**config.mk**
```make
export PLATFORM = sky130hd
export DESIGN_NAME = lru_cache_directory_unit_flat
export DESIGN_NICKNAME = d
export VERILOG_FILES = /design/src/rtl/lcd_pkg.sv /design/src/rtl/lcd_req_if.sv /design/src/rtl/lcd_rsp_if.sv /design/src/rtl/lcd_ctrl.sv /design/src/rtl/lcd_dpath.sv /design/src/rtl/lru_cache_directory_unit.sv /design/src/flat_wrapper.sv
export SDC_FILE = /design/constraint.sdc
export NUM_CORES = 1
export LEC_CHECK = 0
export BUFFER_PORTS_ARGS = -buffer_cell sky130_fd_sc_hd__buf_2
export CAP_MARGIN = 25
export CORE_ASPECT_RATIO = 0.7
export CORE_MARGIN = 2
export CORE_UTILIZATION = 60
export CTS_BUF_LIST = sky130_fd_sc_hd__clkbuf_4
export CTS_CLUSTER_DIAMETER = 50
export DETAILED_ROUTE_END_ITERATION = 7
export PLACE_DENSITY_LB_ADDON = 0.1
export SYNTH_ARGS = -nofsm -noshare
export SYNTH_HDL_FRONTEND = slang
export SYNTH_SLANG_ARGS = --single-unit
```
**constraint.sdc**
```tcl
create_clock -name clock -period 7.85 [get_ports clock]
set_input_delay 1.1775 -clock clock [delete_from_list [all_inputs] [get_ports clock]]
set_output_delay 1.1775 -clock clock [all_outputs]
set_load 0.01 [all_outputs]
```
**src/rtl/lcd_pkg.sv**
```systemverilog
// Shared types and constants of the LRU cache directory.
// No dependencies; every other file imports this package.

package lcd_pkg;

   localparam int KEY_W      = 32;
   localparam int KIND_W     = 2;
   localparam int SLOT_W     = 4;
   localparam int CAP_W      = 5;
   localparam int CSR_IDX_W  = 1;
   localparam int CSR_DATA_W = 5;

   localparam logic [CAP_W-1:0] CAP_RESET = 5'd10;

   typedef enum logic [KIND_W-1:0] {
      KIND_LOOKUP  = 2'd0,
      KIND_EVICT   = 2'd1,
      KIND_INSERT  = 2'd2,
      KIND_IGNORED = 2'd3
   } kind_type;

   typedef enum logic [CSR_IDX_W-1:0] {
      CSR_CAPACITY = 1'b0,
      CSR_ENABLE   = 1'b1
   } csr_reg_type;

   // controller -> datapath
   typedef struct packed {
      logic req_take;    // request transfer this cycle
      logic scan_clear;  // start of a directory scan
      logic rd_issue;    // key memory read at rd_addr
      logic evict;       // emit eviction notice and drop the victim
      logic finish;      // emit final result and commit the update
   } cmd_type;

   // datapath -> controller
   typedef struct packed {
      logic enable;
      logic req_type;
      logic match_found;
      logic need_evict;
      logic scan_last;
      logic out_free;
   } status_type;

endpackage

```
**src/rtl/lcd_req_if.sv**
```systemverilog
// Request channel: valid/ready handshake carrying request type and key.
// Depends on lcd_pkg.

interface lcd_req_if import lcd_pkg::*; ();
   logic                    valid;
   logic                    ready;
   logic                    req_type;
   logic signed [KEY_W-1:0] key;

   modport source (output valid, output req_type, output key, input ready);
   modport sink   (input valid, input req_type, input key, output ready);
endinterface

```
**src/rtl/lcd_rsp_if.sv**
```systemverilog
// Result channel: valid/ready handshake carrying one directory result.
// Depends on lcd_pkg.

interface lcd_rsp_if import lcd_pkg::*; ();
   logic                    valid;
   logic                    ready;
   logic [KIND_W-1:0]       kind;
   logic                    hit;
   logic [SLOT_W-1:0]       slot;
   logic signed [KEY_W-1:0] evicted_key;
   logic                    last;

   modport source (output valid, output kind, output hit, output slot,
                   output evicted_key, output last, input ready);
   modport sink   (input valid, input kind, input hit, input slot,
                   input evicted_key, input last, output ready);
endinterface

```
**src/rtl/lcd_ctrl.sv**
```systemverilog
// Sequencer of the LRU cache directory: request intake, scan counter,
// eviction loop and result issue. Depends on lcd_pkg.

module lcd_ctrl import lcd_pkg::*; #(
   parameter int MAX_ENTRIES = 16
) (
   input  logic                           clock,
   input  logic                           reset,
   input  logic                           req_valid,
   output logic                           req_ready,
   input  status_type                     status,
   output cmd_type                        cmd,
   output logic [$clog2(MAX_ENTRIES)-1:0] rd_addr
);

   localparam int SW    = $clog2(MAX_ENTRIES);
   localparam int CNT_W = $clog2(MAX_ENTRIES + 1);

   typedef enum logic [4:0] {
      ST_IDLE   = 5'b00001,
      ST_SCAN   = 5'b00010,
      ST_DECIDE = 5'b00100,
      ST_EVICT  = 5'b01000,
      ST_FINISH = 5'b10000
   } state_type;

   state_type        state_ff, state_in;
   logic [CNT_W-1:0] cnt_ff, cnt_in;

   assign req_ready = (state_ff == ST_IDLE);
   assign rd_addr   = cnt_ff[SW-1:0];

   always_comb begin
      state_in = state_ff;
      cnt_in   = cnt_ff;
      cmd      = '0;
      case (state_ff)
         ST_IDLE: begin
            if (req_valid) begin
               cmd.req_take = 1'b1;
               if (status.enable) begin
                  cmd.scan_clear = 1'b1;
                  cnt_in         = '0;
                  state_in       = ST_SCAN;
               end else begin
                  state_in = ST_FINISH;
               end
            end
         end
         ST_SCAN: begin
            if (cnt_ff < CNT_W'(MAX_ENTRIES)) begin
               cmd.rd_issue = 1'b1;
               cnt_in       = cnt_ff + 1'b1;
            end
            if (status.scan_last) begin
               state_in = ST_DECIDE;
            end
         end
         ST_DECIDE: begin
            if (status.req_type && !status.match_found && status.need_evict) begin
               state_in = ST_EVICT;
            end else begin
               state_in = ST_FINISH;
            end
         end
         ST_EVICT: begin
            // rescan afterwards: next victim and lowest free slot
            if (status.out_free) begin
               cmd.evict      = 1'b1;
               cmd.scan_clear = 1'b1;
               cnt_in         = '0;
               state_in       = ST_SCAN;
            end
         end
         ST_FINISH: begin
            if (status.out_free) begin
               cmd.finish = 1'b1;
               state_in   = ST_IDLE;
            end
         end
         default: begin
            state_in = ST_IDLE;
         end
      endcase
   end

   always_ff @(posedge clock) begin
      if (reset) begin
         state_ff <= ST_IDLE;
         cnt_ff   <= '0;
      end else begin
         state_ff <= state_in;
         cnt_ff   <= cnt_in;
      end
   end

endmodule

```
**src/rtl/lcd_dpath.sv**
```systemverilog
// Datapath of the LRU cache directory: key memory, valid bits, recency
// ranks, entry count, config registers, scan records and result register.
// Depends on lcd_pkg and lcd_rsp_if.

module lcd_dpath import lcd_pkg::*; #(
   parameter int MAX_ENTRIES = 16
) (
   input  logic                           clock,
   input  logic                           reset,
   input  logic                           csr_we,
   input  logic [CSR_IDX_W-1:0]           csr_index,
   input  logic [CSR_DATA_W-1:0]          csr_wdata,
   input  logic                           req_type,
   input  logic signed [KEY_W-1:0]        req_key,
   input  cmd_type                        cmd,
   input  logic [$clog2(MAX_ENTRIES)-1:0] rd_addr,
   output status_type                     status,
   lcd_rsp_if.source                      rsp_chan
);

   localparam int SW  = $clog2(MAX_ENTRIES);
   localparam int CW  = $clog2(MAX_ENTRIES + 1);
   localparam int CEW = (CW > CAP_W) ? CW : CAP_W;

   // key storage, one read port for the scan
   logic signed [KEY_W-1:0] key_mem [MAX_ENTRIES];
   logic signed [KEY_W-1:0] key_rd_ff;
   logic                    mem_we;

   logic [MAX_ENTRIES-1:0]  valid_ff, valid_in;
   logic [SW-1:0]           rank_ff [MAX_ENTRIES];
   logic [SW-1:0]           rank_in [MAX_ENTRIES];
   logic [CW-1:0]           count_ff, count_in;

   logic [CAP_W-1:0]        cap_ff, cap_in;
   logic                    en_ff, en_in;

   logic                    req_type_ff;
   logic signed [KEY_W-1:0] req_key_ff;

   logic                    rd_vld_ff;
   logic [SW-1:0]           rd_idx_ff;

   logic                    match_found_ff, match_found_in;
   logic [SW-1:0]           match_slot_ff, match_slot_in;
   logic [SW-1:0]           match_rank_ff, match_rank_in;
   logic                    free_found_ff, free_found_in;
   logic [SW-1:0]           free_slot_ff, free_slot_in;
   logic [SW-1:0]           victim_slot_ff, victim_slot_in;
   logic signed [KEY_W-1:0] victim_key_ff, victim_key_in;

   logic                    rsp_vld_ff, rsp_vld_in;
   kind_type                rsp_kind_ff, rsp_kind_in;
   logic                    rsp_hit_ff, rsp_hit_in;
   logic [SLOT_W-1:0]       rsp_slot_ff, rsp_slot_in;
   logic signed [KEY_W-1:0] rsp_ekey_ff, rsp_ekey_in;
   logic                    rsp_last_ff, rsp_last_in;

   logic                    rd_entry_valid;
   logic [SW-1:0]           rd_entry_rank;
   logic [CEW-1:0]          cap_ext;
   logic [CEW-1:0]          cap_eff;
   logic                    need_evict;

   function automatic logic [SLOT_W-1:0] to_slot(input logic [SW-1:0] idx);
      logic [SW+SLOT_W-1:0] wide;
      wide = {{SLOT_W{1'b0}}, idx};
      return wide[SLOT_W-1:0];
   endfunction

   // zero acts as one, above the directory size acts as the size
   assign cap_ext = CEW'(cap_ff);
   always_comb begin
      cap_eff = cap_ext;
      if (cap_ff == '0) begin
         cap_eff = CEW'(1);
      end else if (cap_ext > CEW'(MAX_ENTRIES)) begin
         cap_eff = CEW'(MAX_ENTRIES);
      end
   end
   assign need_evict = (count_ff != '0) && (CEW'(count_ff) >= cap_eff);

   assign rd_entry_valid = valid_ff[rd_idx_ff];
   assign rd_entry_rank  = rank_ff[rd_idx_ff];

   assign status.enable      = en_ff;
   assign status.req_type    = req_type_ff;
   assign status.match_found = match_found_ff;
   assign status.need_evict  = need_evict;
   assign status.scan_last   = rd_vld_ff && (rd_idx_ff == SW'(MAX_ENTRIES - 1));
   assign status.out_free    = !rsp_vld_ff || rsp_chan.ready;

   assign rsp_chan.valid       = rsp_vld_ff;
   assign rsp_chan.kind        = rsp_kind_ff;
   assign rsp_chan.hit         = rsp_hit_ff;
   assign rsp_chan.slot        = rsp_slot_ff;
   assign rsp_chan.evicted_key = rsp_ekey_ff;
   assign rsp_chan.last        = rsp_last_ff;

   // config registers
   always_comb begin
      cap_in = cap_ff;
      en_in  = en_ff;
      if (csr_we) begin
         case (csr_index)
            CSR_CAPACITY: cap_in = csr_wdata[CAP_W-1:0];
            CSR_ENABLE:   en_in  = csr_wdata[0];
            default: begin
            end
         endcase
      end
   end

   // scan records: first match, lowest free slot, least recent entry
   always_comb begin
      match_found_in = match_found_ff;
      match_slot_in  = match_slot_ff;
      match_rank_in  = match_rank_ff;
      free_found_in  = free_found_ff;
      free_slot_in   = free_slot_ff;
      victim_slot_in = victim_slot_ff;
      victim_key_in  = victim_key_ff;
      if (cmd.scan_clear) begin
         match_found_in = 1'b0;
         free_found_in  = 1'b0;
      end else if (rd_vld_ff) begin
         if (rd_entry_valid && (key_rd_ff == req_key_ff) && !match_found_ff) begin
            match_found_in = 1'b1;
            match_slot_in  = rd_idx_ff;
            match_rank_in  = rd_entry_rank;
         end
         if (!rd_entry_valid && !free_found_ff) begin
            free_found_in = 1'b1;
            free_slot_in  = rd_idx_ff;
         end
         // valid ranks are exactly 0..count-1, so the oldest is count-1
         if (rd_entry_valid && (CW'(rd_entry_rank) == count_ff - 1'b1)) begin
            victim_slot_in = rd_idx_ff;
            victim_key_in  = key_rd_ff;
         end
      end
   end

   // directory update and result register
   always_comb begin
      valid_in    = valid_ff;
      rank_in     = rank_ff;
      count_in    = count_ff;
      mem_we      = 1'b0;
      rsp_vld_in  = rsp_vld_ff && !rsp_chan.ready;
      rsp_kind_in = rsp_kind_ff;
      rsp_hit_in  = rsp_hit_ff;
      rsp_slot_in = rsp_slot_ff;
      rsp_ekey_in = rsp_ekey_ff;
      rsp_last_in = rsp_last_ff;
      if (cmd.evict) begin
         valid_in[victim_slot_ff] = 1'b0;
         rank_in[victim_slot_ff]  = '0;
         count_in                 = count_ff - 1'b1;
         rsp_vld_in               = 1'b1;
         rsp_kind_in              = KIND_EVICT;
         rsp_hit_in               = 1'b0;
         rsp_slot_in              = to_slot(victim_slot_ff);
         rsp_ekey_in              = victim_key_ff;
         rsp_last_in              = 1'b0;
      end else if (cmd.finish) begin
         rsp_vld_in  = 1'b1;
         rsp_last_in = 1'b1;
         rsp_hit_in  = 1'b0;
         rsp_slot_in = '0;
         rsp_ekey_in = '0;
         rsp_kind_in = req_type_ff ? KIND_INSERT : KIND_LOOKUP;
         if (!en_ff) begin
            rsp_kind_in = req_type_ff ? KIND_IGNORED : KIND_LOOKUP;
         end else if (match_found_ff) begin
            // promote: entries more recent than the hit age by one
            for (int i = 0; i < MAX_ENTRIES; i++) begin
               if (valid_ff[i] && (rank_ff[i] < match_rank_ff)) begin
                  rank_in[i] = rank_ff[i] + 1'b1;
               end
            end
            rank_in[match_slot_ff] = '0;
            rsp_hit_in             = 1'b1;
            rsp_slot_in            = to_slot(match_slot_ff);
         end else if (req_type_ff) begin
            for (int i = 0; i < MAX_ENTRIES; i++) begin
               if (valid_ff[i]) begin
                  rank_in[i] = rank_ff[i] + 1'b1;
               end
            end
            mem_we                 = 1'b1;
            valid_in[free_slot_ff] = 1'b1;
            rank_in[free_slot_ff]  = '0;
            count_in               = count_ff + 1'b1;
            rsp_slot_in            = to_slot(free_slot_ff);
         end
      end
   end

   always_ff @(posedge clock) begin
      if (mem_we) begin
         key_mem[free_slot_ff] <= req_key_ff;
      end
   end

   always_ff @(posedge clock) begin
      if (cmd.rd_issue) begin
         key_rd_ff <= key_mem[rd_addr];
      end
   end

   always_ff @(posedge clock) begin
      if (reset) begin
         valid_ff   <= '0;
         count_ff   <= '0;
         cap_ff     <= CAP_RESET;
         en_ff      <= 1'b1;
         rd_vld_ff  <= 1'b0;
         rsp_vld_ff <= 1'b0;
         for (int i = 0; i < MAX_ENTRIES; i++) begin
            rank_ff[i] <= '0;
         end
      end else begin
         valid_ff   <= valid_in;
         count_ff   <= count_in;
         cap_ff     <= cap_in;
         en_ff      <= en_in;
         rd_vld_ff  <= cmd.rd_issue;
         rsp_vld_ff <= rsp_vld_in;
         rank_ff    <= rank_in;
      end
   end

   always_ff @(posedge clock) begin
      if (cmd.req_take) begin
         req_type_ff <= req_type;
         req_key_ff  <= req_key;
      end
      rd_idx_ff      <= rd_addr;
      match_found_ff <= match_found_in;
      match_slot_ff  <= match_slot_in;
      match_rank_ff  <= match_rank_in;
      free_found_ff  <= free_found_in;
      free_slot_ff   <= free_slot_in;
      victim_slot_ff <= victim_slot_in;
      victim_key_ff  <= victim_key_in;
      rsp_kind_ff    <= rsp_kind_in;
      rsp_hit_ff     <= rsp_hit_in;
      rsp_slot_ff    <= rsp_slot_in;
      rsp_ekey_ff    <= rsp_ekey_in;
      rsp_last_ff    <= rsp_last_in;
   end

endmodule

```
**src/rtl/lru_cache_directory_unit.sv**
```systemverilog
// Fully associative LRU directory of keys, top level. Holds up to MAX_ENTRIES
// keys with a recency rank each. A lookup transfer answers hit/miss and slot
// and makes a hit the most recent entry; an insert transfer of a new key
// first sends one eviction notice per least recent entry it drops (until
// the count is below capacity, where capacity 0 counts as 1), then one
// "insert done" result carrying the lowest free slot; an insert of a present
// key just refreshes it. Every request ends with a result that has last set.
// With cache_enable low, nothing changes and one result comes back at once.
// Timing: each enabled request scans the key memory one entry per cycle
// through its single read port, and every eviction rescans it to find the
// next victim and the lowest free slot. A finished result sits in an output
// register, so the next request is taken while it waits; further results
// stall until it has been transferred. Config writes must only be made while
// idle; the block does not enforce this. Depends on lcd_pkg, lcd_req_if,
// lcd_rsp_if, lcd_ctrl and lcd_dpath.

module lru_cache_directory_unit import lcd_pkg::*; #(
   parameter int MAX_ENTRIES = 16
) (
   input  logic                  clock,
   input  logic                  reset,
   lcd_req_if.sink               req_chan,
   lcd_rsp_if.source             rsp_chan,
   input  logic                  csr_we,
   input  logic [CSR_IDX_W-1:0]  csr_index,
   input  logic [CSR_DATA_W-1:0] csr_wdata
);

   localparam int SW = $clog2(MAX_ENTRIES);

   cmd_type       cmd;
   status_type    status;
   logic [SW-1:0] rd_addr;

   // sequencer: one request at a time, scan then evict loop then finish
   lcd_ctrl #(
      .MAX_ENTRIES (MAX_ENTRIES)
   ) u_ctrl (
      .clock     (clock),
      .reset     (reset),
      .req_valid (req_chan.valid),
      .req_ready (req_chan.ready),
      .status    (status),
      .cmd       (cmd),
      .rd_addr   (rd_addr)
   );

   // storage, recency bookkeeping and result register
   lcd_dpath #(
      .MAX_ENTRIES (MAX_ENTRIES)
   ) u_dpath (
      .clock     (clock),
      .reset     (reset),
      .csr_we    (csr_we),
      .csr_index (csr_index),
      .csr_wdata (csr_wdata),
      .req_type  (req_chan.req_type),
      .req_key   (req_chan.key),
      .cmd       (cmd),
      .rd_addr   (rd_addr),
      .status    (status),
      .rsp_chan  (rsp_chan)
   );

endmodule

```
**src/flat_wrapper.sv**
```systemverilog
// flat-port wrapper written by rule: the top's interface ports become plain ports
module lru_cache_directory_unit_flat import lcd_pkg::*;
#(
   parameter int MAX_ENTRIES = 16
)
  (clock, reset, csr_we, csr_index, csr_wdata, req_chan_valid, req_chan_req_type, req_chan_key, req_chan_ready, rsp_chan_valid, rsp_chan_kind, rsp_chan_hit, rsp_chan_slot, rsp_chan_evicted_key, rsp_chan_last, rsp_chan_ready);
  lcd_req_if req_chan_i ();
  lcd_rsp_if rsp_chan_i ();
  input  logic clock;
  input  logic reset;
  input  logic csr_we;
  input  logic [CSR_IDX_W-1:0] csr_index;
  input  logic [CSR_DATA_W-1:0] csr_wdata;
  input wire logic [$bits(req_chan_i.valid)-1:0] req_chan_valid;
  input wire logic [$bits(req_chan_i.req_type)-1:0] req_chan_req_type;
  input wire logic [$bits(req_chan_i.key)-1:0] req_chan_key;
  output wire logic [$bits(req_chan_i.ready)-1:0] req_chan_ready;
  output wire logic [$bits(rsp_chan_i.valid)-1:0] rsp_chan_valid;
  output wire logic [$bits(rsp_chan_i.kind)-1:0] rsp_chan_kind;
  output wire logic [$bits(rsp_chan_i.hit)-1:0] rsp_chan_hit;
  output wire logic [$bits(rsp_chan_i.slot)-1:0] rsp_chan_slot;
  output wire logic [$bits(rsp_chan_i.evicted_key)-1:0] rsp_chan_evicted_key;
  output wire logic [$bits(rsp_chan_i.last)-1:0] rsp_chan_last;
  input wire logic [$bits(rsp_chan_i.ready)-1:0] rsp_chan_ready;
  assign req_chan_i.valid = req_chan_valid;
  assign req_chan_i.req_type = req_chan_req_type;
  assign req_chan_i.key = req_chan_key;
  assign req_chan_ready = req_chan_i.ready;
  assign rsp_chan_valid = rsp_chan_i.valid;
  assign rsp_chan_kind = rsp_chan_i.kind;
  assign rsp_chan_hit = rsp_chan_i.hit;
  assign rsp_chan_slot = rsp_chan_i.slot;
  assign rsp_chan_evicted_key = rsp_chan_i.evicted_key;
  assign rsp_chan_last = rsp_chan_i.last;
  assign rsp_chan_i.ready = rsp_chan_ready;
  lru_cache_directory_unit #(.MAX_ENTRIES(MAX_ENTRIES)) u_core (.clock(clock), .reset(reset), .req_chan(req_chan_i), .rsp_chan(rsp_chan_i), .csr_we(csr_we), .csr_index(csr_index), .csr_wdata(csr_wdata));
endmodule
```
==> results.txt <==
----------------------------------------------------
[Clocking]
  # clock sinks ... 774
  Library cell used as clock root buffer ... sky130_fd_sc_hd__clkbuf_4
  Cts bufs inserted ... 176
  TritonCTS clock tree ... yes
  Reg clk slew, reported paths ... 0.07 ns
  Cells resized by post-CTS repair ... 0
  CTS hold repair buffers ... 0
  Max Buffers Root-to-Sink ... 3
  Max H-tree Level ... 4
  Clk Latency, worst-skew pair ... 0.95 ns
  Count of buffers added by post-CTS timing repair for setup ... 0

[Synth]
  Area fraction of the dominant cell type after synthesis ... 0.601
  Post-synth top flop ... sky130_fd_sc_hd__edfxtp_1
  Most repeated cell in the gate-level netlist after synthesis ... sky130_fd_sc_hd__edfxtp_1
  Post-synth top area cell ... sky130_fd_sc_hd__edfxtp_1
  Share of flip-flops with an asynchronous set or reset ... 0
  Flip-flop and latch count after synthesis ... 774
  Most used standard cells in the synthesized netlist ... sky130_fd_sc_hd__edfxtp_1, sky130_fd_sc_hd__mux4_2, sky130_fd_sc_hd__dfxtp_1
  Share of synthesized area occupied by flip-flops and latches ... 0.670
  Cells after synthesis ... 2024
  Post-Syn Nets ... 2141
  Post-synthesis cell area ... 33000 sq um
  Synth top area cells ... sky130_fd_sc_hd__edfxtp_1, sky130_fd_sc_hd__mux4_2, sky130_fd_sc_hd__dfxtp_1
  Warnings from Yosys ... 0
  Number of enable flip-flop cells after synthesis ... 661
  Netlist cell types ... 84
  Post-Syn Area per Cell ... 16.3 sq um

[Floorplanning]
  Full die area ... 56900 sq um
  Number of core rows ... 71
  Floorplan Core Area ... 54000 sq um
  Chip Width ... 284 um
  Initial Util ... 0.611
  Number of top-level pins ... 86
  Die height ... 200 um

[Layout]
  Footprint of the multi-input gates ... 10300 sq um
  Fill count ... 3728
  Area grow syn2layout ... 10.9%
  Storage cell area ... 22100 sq um
  Fraction of layout cells with a size suffix above 1 ... 0.268
  Number of nets in the finished design ... 2338

[Route]
  Number of detailed-route iterations in the first pass ... 6
  Post-detailed-route DRC marker count ... 0
  Total number of vias ... 19800
  Initial DRC Count ... 2455
  Avg WL per Cell ... 26.0 um
  Detail-routed via count per cell ... 6.41
  Final WL ... 80.5 mm
  Antenna-violating nets left ... 0

[Power]
  Power Density ... 232 nW/um^2
  Share of total power in combinational logic ... 0.063
  Worst IR Drop VDD ... 0.193 mV
  Switching power share of the total ... 0.233
  Clock group share of total power ... 0.382
  Internal ... 6.51 mW
  Power dissipated by switching net loads ... 1.98 mW
  Leakage component of the power ... 12.1 nW
  Portion of total power attributed to sequential cells ... 0.555

[Place]
  Port bufs ... 85
  HPWL after detailed placement ... 49.8 mm
  Final weighted congestion in routability-driven placement ... 0.930
  Pre-CTS worst setup slack ... 3.79 ns

[Worst setup path]
  FF-to-FF End ... u_core.u_dpath.key_mem[3][17]$_DFFE_PP_
  Depth of the most critical reg-to-reg path ... 6
  Startpoint class of the critical path ... flop
  Worst path most repeated cell ... sky130_fd_sc_hd__nor3_1
  Register-to-Register Setup Slack ... 4.22 ns
  Critical-path cell list ... nand2b_1, nor3_1, nand2_1, nor3_1, nand3_1, inv_2
  Peak per-stage delay on the critical path ... 0.78 ns
  Largest delay share family, worst path ... simple AND/OR/NAND/NOR gates
  Worst path slowest cell ... sky130_fd_sc_hd__inv_2
  Type of the worst setup path ... flop to flop
  CP arrival ... 4.15 ns
  Critical path endpoint category ... flop
  Buf/Inv on CP ... 1
  Worst reg2reg path startpoint ... u_core.u_ctrl.state_ff[3]$_SDFFE_PP0P_
  Maximum fanout along the worst path ... 32
  Data required time of the worst path ... 8.37 ns

[STA]
  Clock tree skew after final layout ... 0.0536 ns
  Fin crit share ... 0.462
  Post-route setup slack ... 4.22 ns
  Post-route setup TNS ... 0 ns
  Total of endpoints with negative setup slack in the final report ... 0
  Upper clock frequency limit ... 0.276 GHz
  Final worst path period need ... 3.63 ns
  Least-Margin Pin Slew ... 1.10 ns
  Final Hold Violating Endpoints ... 0
  Worst relative slew slack ... 0.264
  Max-slew violations ... 0
  Setup repair after global routing missed its margin ... false

[Global route]
  Global-route wire length before repair ... 121 mm
  Maximum number of pins on one net before global-route repair ... 87
  Via count of the first global-routing pass ... 19300
  Gr usage total ... 0.286
  Remaining Overflow, GRT ... 0
  Number of antenna violations at the first check in global routing ... 3

[Worst hold path]
  Hold path endpoint ... u_core.u_dpath.rd_idx_ff[3]$_DFF_P_
  Launch instance of the worst min-delay path ... u_core.u_ctrl.cnt_ff[3]$_SDFFE_PP0P_
  Worst Hold Class ... flop to flop
  Hold Path Stages ... 0

[Status]
  Run status ... finished clean

[Flow run]
  # Max-Cap Violations ... 0

----------------------------------------------------
cell type report:
cell class | instances | share of cell area
diodes | 2 | 0.000137
clock buffers | 269 | 0.0552
clock inverters | 50 | 0.00828
inverters | 47 | 0.00482
multi-input cells | 1107 | 0.282
flip-flops and latches | 774 | 0.605
well taps | 730 | 0.0250
repair buffers | 115 | 0.0196
logic make-up (layout without fill, tap and decap cells):
family | count (synthesis) | in the layout | synth area share
AND/OR/NAND/NOR | 406 | 406 | 0.0650
adder cells (fa/ha/maj) | 73 | 73 | 0.0277
buffers and inverters | 143 | 481 | 0.0178
other | 0 | 2 | 0
AO/OA/AOI/OAI | 374 | 374 | 0.0759
XOR/XNOR | 46 | 46 | 0.0122
multiplexers | 208 | 208 | 0.131
flip-flops | 774 | 774 | 0.670
per-stage QoR:
stage | hold slack, ns | utilization | area (sq um) | std cells | total power, mW
floorplan | 0.329 | - | 33000 | 2024 | 5.14
global placement | 0.388 | 0.632 | 34200 | 2767 | 5.32
detailed placement | 0.387 | 0.634 | 34200 | 2771 | 5.34
CTS | 0.345 | 0.677 | 36500 | 3090 | 8.55
global route | 0.360 | 0.677 | 36600 | 3093 | 8.82
finish | 0.401 | 0.677 | 36600 | 3094 | 8.48
worst reg2reg max path: cells and delay by family, from the launching register on:
kind / cells / cell delay [ns]
and+or+nand+nor: 5 / 1.84
DFF: 1 / 0.60
buffers and inverters: 1 / 0.78
how the worst max path moves through the flow:
| stage | endpoint | slack [ns] | cells after the start | from |
|---|---|---|---|---|
| 4_1_cts | req_chan_ready | 4.32 | 3 | u_core.u_ctrl.state_ff[0]$_SDFFE_PP1P_ |
| 5_1_grt | u_core.u_dpath.key_mem[7][10]$_DFFE_PP_ | 4.08 | 6 | u_core.u_ctrl.state_ff[3]$_SDFFE_PP0P_ |
| 3_5_place_dp | u_core.u_dpath.key_mem[3][20]$_DFFE_PP_ | 3.79 | 8 | rsp_chan_ready |
| 2_1_floorplan | u_core.u_dpath.victim_key_ff[0]$_DFFE_PP_ | 1.75 | 6 | rsp_chan_ready |
| 3_3_place_gp | u_core.u_dpath.key_mem[7][16]$_DFFE_PP_ | 3.86 | 8 | rsp_chan_ready |
| 6_report | u_core.u_dpath.key_mem[3][17]$_DFFE_PP_ | 4.22 | 6 | u_core.u_ctrl.state_ff[3]$_SDFFE_PP0P_ |
placed cells by master, fill, tap and decap left out, types with 15 or more instances in the layout:
cell,n
sky130_fd_sc_hd__nor3_1,19
sky130_fd_sc_hd__a211oi_1,22
sky130_fd_sc_hd__o21ai_0,88
sky130_fd_sc_hd__a21oi_1,92
sky130_fd_sc_hd__a31oi_1,15
sky130_fd_sc_hd__nand2_1,85
sky130_fd_sc_hd__ha_1,73
sky130_fd_sc_hd__and2_1,42
sky130_fd_sc_hd__edfxtp_1,661
sky130_fd_sc_hd__mux2i_1,26
sky130_fd_sc_hd__buf_2,86
sky130_fd_sc_hd__mux4_2,180
sky130_fd_sc_hd__nor2b_1,20
sky130_fd_sc_hd__xor2_1,32
sky130_fd_sc_hd__inv_2,20
sky130_fd_sc_hd__nand2b_1,37
sky130_fd_sc_hd__dfxtp_1,110
sky130_fd_sc_hd__buf_4,24
sky130_fd_sc_hd__clkinv_1,34
sky130_fd_sc_hd__inv_1,29
sky130_fd_sc_hd__o21a_1,25
sky130_fd_sc_hd__nand3_1,34
sky130_fd_sc_hd__nand4_1,22
sky130_fd_sc_hd__clkbuf_4,269
sky130_fd_sc_hd__a21o_1,15
sky130_fd_sc_hd__nor2_1,77
routing by layer:
layer	vias up	track usage	part of all wire
li1	8620	-	-
met4	2	0.0690	0.015
met3	120	0.0853	0.12
met1	9933	0.462	0.45
met5	-	0	0.00016
met2	1149	0.383	0.42
flip-flops by register name, indices dropped and copies added (netlist names), 2 cells and up:
| register | cells |
|---|---|
| u_core.u_ctrl.cnt_ff | 5 |
| u_core.u_ctrl.state_ff | 5 |
| u_core.u_dpath.cap_ext | 5 |
| u_core.u_dpath.count_ff | 5 |
| u_core.u_dpath.free_slot_ff | 4 |
| u_core.u_dpath.key_mem | 512 |
| u_core.u_dpath.key_rd_ff | 32 |
| u_core.u_dpath.match_rank_ff | 4 |
| u_core.u_dpath.match_slot_ff | 4 |
| u_core.u_dpath.rank_ff | 64 |
| u_core.u_dpath.rd_idx_ff | 4 |
| u_core.u_dpath.req_key_ff | 32 |
| u_core.u_dpath.rsp_chan.evicted_key | 32 |
| u_core.u_dpath.rsp_chan.kind | 2 |
| u_core.u_dpath.rsp_chan.slot | 4 |
| u_core.u_dpath.valid_ff | 16 |
| u_core.u_dpath.victim_key_ff | 32 |
| u_core.u_dpath.victim_slot_ff | 4 |
power by group through the flow:
stage,logic (mW),clock network [mW],registers [mW]
after floorplan,0.417,0,4.72
after global placement,0.527,0,4.79
after detailed placement,0.539,0,4.80
after CTS,0.540,3.30,4.71
after global routing,0.576,3.52,4.73
final,0.536,3.24,4.71
(Power assumes the default switching activity.)
